`src/rtl/kvhie_pkg.sv`:
```
// Shared types and constants of the key-value hash index engine.
package kvhie_pkg;

  typedef enum logic [1:0] {
    OP_PUT  = 2'd0,
    OP_GET  = 2'd1,
    OP_PEEK = 2'd2,
    OP_TAKE = 2'd3
  } op_e;

  typedef enum logic [1:0] {
    ST_OK    = 2'd0,
    ST_ERR   = 2'd1,
    ST_NOKEY = 2'd2
  } status_e;

  localparam logic [1:0] CFG_CAPACITY = 2'd0;
  localparam logic [1:0] CFG_MAX_KEYS = 2'd1;
  localparam logic [1:0] CFG_MAX_LEN  = 2'd2;

  localparam logic [31:0] RST_CAPACITY = 32'd1048576;
  localparam logic [10:0] RST_MAX_KEYS = 11'd1024;
  localparam logic [31:0] RST_MAX_LEN  = 32'd4096;

  localparam logic [31:0] MIX_MUL1 = 32'h7feb352d;
  localparam logic [31:0] MIX_MUL2 = 32'h846ca68b;

  typedef struct packed {
    logic [31:0] key;
    logic [31:0] lba;
    logic [31:0] length;
  } entry_t;

  typedef struct packed {
    status_e     status;
    logic        issue_valid;
    logic        issue_write;
    logic [31:0] issue_lba;
    logic [15:0] issue_tag;
    logic        completion_pending;
    logic [31:0] completion_length;
  } result_t;

endpackage

```
`src/rtl/kvhie_hash.sv`:
```
// Iterative xorshift-multiply key hash with one shared multiplier and home index reduction.
module kvhie_hash #(
  parameter int unsigned TABLE_ENTRIES = 1024,
  localparam int unsigned IW = $clog2(TABLE_ENTRIES)
) (
  input  logic          clk_i,
  input  logic          rst_ni,
  input  logic          start_i,
  input  logic [31:0]   key_i,
  output logic          done_o,
  output logic [IW-1:0] index_o
);
  import kvhie_pkg::*;

  localparam bit IS_POW2 = (TABLE_ENTRIES & (TABLE_ENTRIES - 1)) == 0;
  localparam logic [31:0] MODULUS = 32'(TABLE_ENTRIES);
  // floor(2^32 / TABLE_ENTRIES): quotient estimate is exact or one low
  localparam logic [31:0] RECIP = 32'(64'h1_0000_0000 / 64'(TABLE_ENTRIES));

  typedef enum logic [2:0] {
    H_IDLE, H_MUL1, H_MUL2, H_QUO, H_PROD, H_SUB, H_FIX, H_DONE
  } hstate_e;

  hstate_e       st_q;
  logic [31:0]   x_q;
  logic [31:0]   q_q;
  logic [31:0]   mul_a;
  logic [31:0]   mul_b;
  logic [63:0]   prod_w;
  logic [31:0]   prod;

  always_comb begin
    mul_a = x_q;
    mul_b = MIX_MUL2;
    unique case (st_q)
      H_MUL1: mul_b = MIX_MUL1;
      H_QUO:  mul_b = RECIP;
      H_PROD: begin
        mul_a = q_q;
        mul_b = MODULUS;
      end
      default: begin
      end
    endcase
  end

  assign prod_w = {32'd0, mul_a} * {32'd0, mul_b};
  assign prod   = prod_w[31:0];

  assign done_o  = (st_q == H_DONE);
  assign index_o = x_q[IW-1:0];

  always_ff @(posedge clk_i or negedge rst_ni) begin
    if (!rst_ni) begin
      st_q <= H_IDLE;
      x_q  <= '0;
      q_q  <= '0;
    end else begin
      unique case (st_q)
        H_IDLE: begin
          if (start_i) begin
            x_q  <= key_i ^ (key_i >> 16);
            st_q <= H_MUL1;
          end
        end
        H_MUL1: begin
          x_q  <= prod ^ (prod >> 15);
          st_q <= H_MUL2;
        end
        H_MUL2: begin
          x_q  <= prod ^ (prod >> 16);
          st_q <= IS_POW2 ? H_DONE : H_QUO;
        end
        H_QUO: begin
          q_q  <= prod_w[63:32];
          st_q <= H_PROD;
        end
        H_PROD: begin
          q_q  <= prod;
          st_q <= H_SUB;
        end
        H_SUB: begin
          x_q  <= x_q - q_q;
          st_q <= H_FIX;
        end
        H_FIX: begin
          if (x_q >= MODULUS) begin
            x_q <= x_q - MODULUS;
          end
          st_q <= H_DONE;
        end
        H_DONE: begin
          st_q <= H_IDLE;
        end
        default: begin
          st_q <= H_IDLE;
        end
      endcase
    end
  end

endmodule
```
`config.mk`:
```
export PLATFORM = sky130hd
export DESIGN_NAME = kvhie_hash
export DESIGN_NICKNAME = d
export VERILOG_FILES = /design/src/rtl/kvhie_pkg.sv /design/src/rtl/kvhie_hash.sv
export SDC_FILE = /design/constraint.sdc
export NUM_CORES = 2
export LEC_CHECK = 0
export ABC_CLOCK_PERIOD_IN_PS = 26200
export BUFFER_PORTS_ARGS = -buffer_cell sky130_fd_sc_hd__buf_2
export CELL_PAD_IN_SITES_DETAIL_PLACEMENT = 0
export CELL_PAD_IN_SITES_GLOBAL_PLACEMENT = 1
export CORE_MARGIN = 1.5
export CORE_UTILIZATION = 57
export CTS_BUF_LIST = sky130_fd_sc_hd__clkbuf_8
export DETAILED_ROUTE_END_ITERATION = 8
export GPL_TIMING_DRIVEN = 0
export PLACE_DENSITY = 0.94
export SYNTH_ARGS = -nofsm -noshare
export SYNTH_HDL_FRONTEND = slang
export SYNTH_SLANG_ARGS = --single-unit
```
`constraint.sdc`:
```
create_clock -name clk_i -period 26.2 [get_ports clk_i]
set_clock_uncertainty 0.05 [all_clocks]
set_input_delay 3.93 -clock clk_i [delete_from_list [all_inputs] [get_ports clk_i]]
set_output_delay 3.93 -clock clk_i [all_outputs]
set_load 0.03 [all_outputs]
```
# Word level (Yosys, flattened, before mapping)
# Cells that the tools add are included.
# W data, S select, Z words.
[totals]
register_bits = 67
input_bits = 35
output_inout_bits = 11
elab_cells = 32
[classes]
addsub = 2
multipliers = 1
n_lt_le_gt_ge = 1
n_eq_ne = 9
mux = 8
bitwise = 3
n_reduce_logical = 5
[ops]
columns = ["op", "n"]
rows = [
  ["$pmux W32 S5", 1],
  ["$mux W32", 3],
  ["$pmux W32 S3", 1],
  ["$mul A32 B32 Y64", 1],
  ["$pmux W32 S2", 1],
  ["$xor A32 B16 Y32", 2],
  ["$ge A32 B11 Y1 const B", 1],
  ["$sub A32 B11 Y32 const B", 1],
  ["$sub A32 B32 Y32", 1],
  ["$xor A32 B17 Y32", 1],
  ["$pmux W3 S7", 1],
  ["$eq A3 B3 Y1 const B", 4],
  ["$eq A3 B2 Y1 const B", 2],
  ["$reduce_bool A5 Y1", 1],
  ["$ne A2 B2 Y1 const B", 2],
  ["$eq A3 B1 Y1 const B", 1],
  ["$logic_not A3 Y1", 1],
  ["$mux W3", 1],
  ["$reduce_and A3 Y1", 1],
  ["$reduce_bool A2 Y1", 1],
  ["$reduce_or A2 Y1", 1],
]

# Longest topological paths before layout
[depth]
ltp_word = 5
ltp_mapped = 39
ltp_nobuf = 35

# Least setup slack after synthesis
# OpenSTA, ideal clock, no wires.
[synth_timing]
path_type = "reg-to-reg"
from = "reg st_q[1]"
to = "reg q_q[28]"
setup_ps = 127
arrival_time_ps = 8802
t_required_ps = 26023
slack_ps = 17221
stages_incl_launch_ff = 36
path_buffers = 4
period_less_slack_ps = 8979
cell_sequence = "dfrtp_1 -> inv_1 -> ha_1 -> clkbuf_1 -> nand2_1 -> clkbuf_1 -> clkbuf_1 -> nor2_1 -> ha_1 -> inv_1 -> fa_1 -> inv_1 -> fa_1 -> inv_1 -> fa_1 -> inv_1 -> fa_1 -> inv_1 -> fa_1 -> inv_1 -> fa_1 -> inv_1 -> fa_1 -> inv_1 -> ha_1 -> buf_2 -> nand4_1 -> or4_1 -> a21oi_1 -> o31ai_1 -> o211ai_2 -> o21ai_2 -> o31a_1 -> o31ai_4 -> mux2i_1 -> o21ai_1"
[synth_via]
elab_chain_cells = 4
word_cells_on_any_way = 8
classes_between = "1 x mul; 3 x eq/ne; 3 x mux; 1 x reduce/logical"
[synth_lines]
columns = ["element", "line", "text"]
rows = [
  ["start, declared", "kvhie_hash.sv:24", "hstate_e st_q;"],
  ["start signal, assigned", "kvhie_hash.sv:72", "st_q <= IS_POW2 ? H_DONE : H_QUO;"],
  ["$eq A3 B3 Y1 (tied with other cells)", "kvhie_hash.sv:35, kvhie_hash.sv:59", ""],
  ["$pmux W32 S3 or $mux W32 (tied branches)", "kvhie_hash.sv:35", "unique case (st_q)"],
  ["$mul A32 B32 Y64", "kvhie_hash.sv:47", "assign prod_w = {32'd0, mul_a} * {32'd0, mul_b};"],
  ["$pmux W32 S2", "kvhie_hash.sv:59", "unique case (st_q)"],
  ["end signal, assigned", "kvhie_hash.sv:75", "q_q <= prod_w[63:32];"],
  ["end signal, assigned", "kvhie_hash.sv:79", "q_q <= prod;"],
  ["end, declared", "kvhie_hash.sv:26", "logic [31:0] q_q;"],
]
# Parallel ways exist; a longest one is shown, timed or not.
# A chain may end at the register's enable or synchronous reset.

# Final worst setup path
[layout_timing]
from = "reg st_q[1]"
to = "reg x_q[16]"
[layout_via]
elab_chain_cells = 5
word_cells_on_any_way = 17
classes_between = "1 x mul; 8 x eq/ne; 3 x mux; 2 x bitwise; 3 x reduce/logical"
[layout_lines]
columns = ["element", "line", "text"]
rows = [
  ["$eq A3 B3 Y1 (tied with other cells)", "kvhie_hash.sv:35", ""],
  ["$pmux W32 S3 or $mux W32 (tied branches)", "kvhie_hash.sv:35", ""],
  ["$mul A32 B32 Y64", "kvhie_hash.sv:47", ""],
  ["$xor A32 B16 Y32 or $xor A32 B17 Y32 (tied branches)", "kvhie_hash.sv:71, kvhie_hash.sv:67", ""],
  ["$pmux W32 S5", "kvhie_hash.sv:59", ""],
  ["end signal, assigned", "kvhie_hash.sv:62", "x_q <= key_i ^ (key_i >> 16);"],
  ["end signal, assigned", "kvhie_hash.sv:67", "x_q <= prod ^ (prod >> 15);"],
  ["end signal, assigned", "kvhie_hash.sv:71", "x_q <= prod ^ (prod >> 16);"],
  ["end, declared", "kvhie_hash.sv:25", "logic [31:0] x_q;"],
]
# Parallel ways exist; a longest one is shown, timed or not.

==> metrics.yaml <==
run_status:
  outcome: "completed"
clocking:
  cts_tree: "yes"
  post_cts_buffers: 0
  cts.sinks: 67
  cts-root-buf: "clkbuf_8"
  cts_buffers: 9
  cts_resized: 0
  cts_hold_buffers: 0
  cts_buffer_depth: 2
  clkTransAtPathRegs_ps: 80
  clock_latency_ps: 410
  htreeDepth: 3
finish:
  nFillCells: 5232
  final_nets: 4958
  drive_gt1_share_pct: 4.07
  multi_input_area_um2: 27900
  regArea_um2: 1680
  area_growth_pct: 4.36
placement:
  dpl.hpwl_mm: 101
  gp_congestion: 1.02
  port_buffers: 45
synth:
  synth_edf_count: 0
  syn_avg_cell_area_um2: 9.12
  ys_types: 88
  synth_area_leader_cell: "fa_1"
  syn-num-nets: 4899
  ys_seq_area_share_pct: 4.94
  synthesis.instances: 3720
  syn_area_um2: 33900
  async_flop_share_pct: 100
  yosysWarnings: 0
  synth_flop_cell: "dfrtp_1"
  ys_seq_elements: 67
  synth.area.top_cells: "fa_1 (42%), ha_1 (16%), inv_1 (11%)"
  yosysTopAreaCellShare_pct: 42.5
sta:
  grt_setup_unrepaired: "false"
  hold_viol_final: 0
  slew_violations: 0
  tightest_slew_ps: 1360
  relSlewSlack_pct: 8.46
  finalSetupTns_ps: 0
  setup_viol: 0
  fmax_mhz: 83.1
  period_share_pct: 45.9
  min_period_ps: 12040
setup_path:
  max_stage_delay_ps: 1150
  path_common_cell: "fa_1"
  worst_setup_path_end_kind: "register"
  critical-path-top-delay-family: "adder cells"
  crit_type: "register to register"
  critPathBufInv: 11
  crit_fanout: 10
  start_kind: "register"
  arrival_ps: 12270
  critical_path_required_ps: 26440
  slowest_stage: "nor2_1"
detailed_routing:
  final_antenna_net_count: 0
  first_iter_violations: 2819
  wl_mm: 114
  drt-vias-per-instance: 5.90
  wire_per_inst_um: 25.0
  dr_total_vias: 26886
  drc: 0
  drtPass1Iterations: 6
grt:
  antenna_found_initial: 1
  grt_pass1_wl_mm: 170
  grt_max_degree: 57
  grt_pass1_vias: 27787
  grt_use_total_pct: 38.7
  grt.overflow.total: 0
floorplan:
  start_util_pct: 57.6
  design.die.area_um2: 61000
  num_rows: 89
  ios: 46
  core_um2: 58900
  die_y_um: 247
  die_w_um: 247
min_path:
  hp-class: "register to register"
run:
  cap_violations: 0
-- stage by stage --
step / utilization (%) / hold slack [ps] / setup WS [ps] / std cells / area, um2
after floorplan: - / 425 / 17220 / 3720 / 33900
after global placement: 59.6 / 446 / 14450 / 4538 / 35100
after detailed placement: 59.7 / 452 / 14610 / 4541 / 35200
after CTS: 60.1 / 475 / 14570 / 4556 / 35400
after global routing: 60.1 / 501 / 13970 / 4556 / 35400
final: 60.1 / 488 / 14160 / 4557 / 35400
-- path summary, 6_finish.rpt --
check	from	to	slack [ps]	cells past startpoint
worst max-delay path	st_q[1]	x_q[16]	14160	31
worst min-delay path	q_q[14]	q_q[14]	490	1
worst max register to register	st_q[1]	x_q[16]	14160	31
worst min register to register	q_q[14]	q_q[14]	490	1
max in group asynchronous	rst_ni	q_q[4]	22190	2
min in group asynchronous	rst_ni	x_q[29]	3310	1
-- routing by layer --
metal,wire length (um),up-vias,track usage (%),part of all wire (%)
li1,-,11634,-,-
met1,43800,13414,50.5,38
met2,49000,1482,58.0,43
met3,11800,356,8.73,10
met4,9150,0,25.6,8.0
met5,0,-,0,0
-- cells in the mapped netlist (all sizes together) (13+ instances only) --
master / count
a221oi: 21
xor2: 67
nand2: 252
a31oi: 21
or3: 15
nand3: 34
a21o: 52
nor3: 24
o21ai: 127
buf: 37
o31ai: 14
nor2b: 17
inv: 1011
o21bai: 18
nand4: 28
o211ai: 17
a22oi: 13
mux2i: 40
a211oi: 23
nor2: 215
a21oi: 150
ha: 424
o21a: 14
nand2b: 19
o221ai: 14
fa: 720
dfrtp: 67
or2: 18
xnor2: 67
clkbuf: 83
-- sequential cells by signal (all words and copies together), names as in the netlist --
register	flops
st_q	3
x_q	32
q_q	32
-- cells in the final DEF (no fill, tap or decap), drive strengths merged, types with 23 or more instances in the layout --
cell type and count:
nand3 34, nand2 252, buf 85, fa 720
a211oi 23, xnor2 67, a21o 52, inv 1012
clkbuf 93, mux2i 40, xor2 67, dfrtp 67
a21oi 150, o21ai 127, ha 424, nand4 28
nor2 215, nor3 24
-- logic make-up (layout without fill, tap and decap cells) --
group / Yosys count / in the layout / share of synthesized area, %
buffers and inverters: 1131 / 1194 / 12.7
adders and majority gates: 1144 / 1144 / 58.1
DFF: 67 / 67 / 4.94
AOI/OAI and AO/OA: 540 / 540 / 10.6
other: 0 / 1 / 0
and+or+nand+nor: 661 / 661 / 8.77
muxes: 43 / 43 / 1.28
xor gates and xnor gates: 134 / 134 / 3.55
-- worst reg2reg max path, delay by kind of cell (launching register included) --
family | cells | cell delay [ps]
and+or+nand+nor | 4 | 1910
buffers and inverters | 11 | 3040
xor gates and xnor gates | 2 | 990
adders and majority gates | 10 | 4670
DFF | 1 | 460
AOI/OAI and AO/OA | 4 | 830
-- cell type report --
cell class	instances	area share, %
Tap cell	773	2.73
Clock inverter	5	0.223
Inverter	1011	10.7
Sequential cell	67	4.74
Buffer	120	1.47
Clock buffer	10	0.389
Timing Repair Buffer	48	0.806
Antenna cell	1	0.00707
Multi-Input combinational cell	2522	78.9
Power is not shown: default switching activity piles up to over one toggle a cycle in this logic, so the estimate is an artifact.
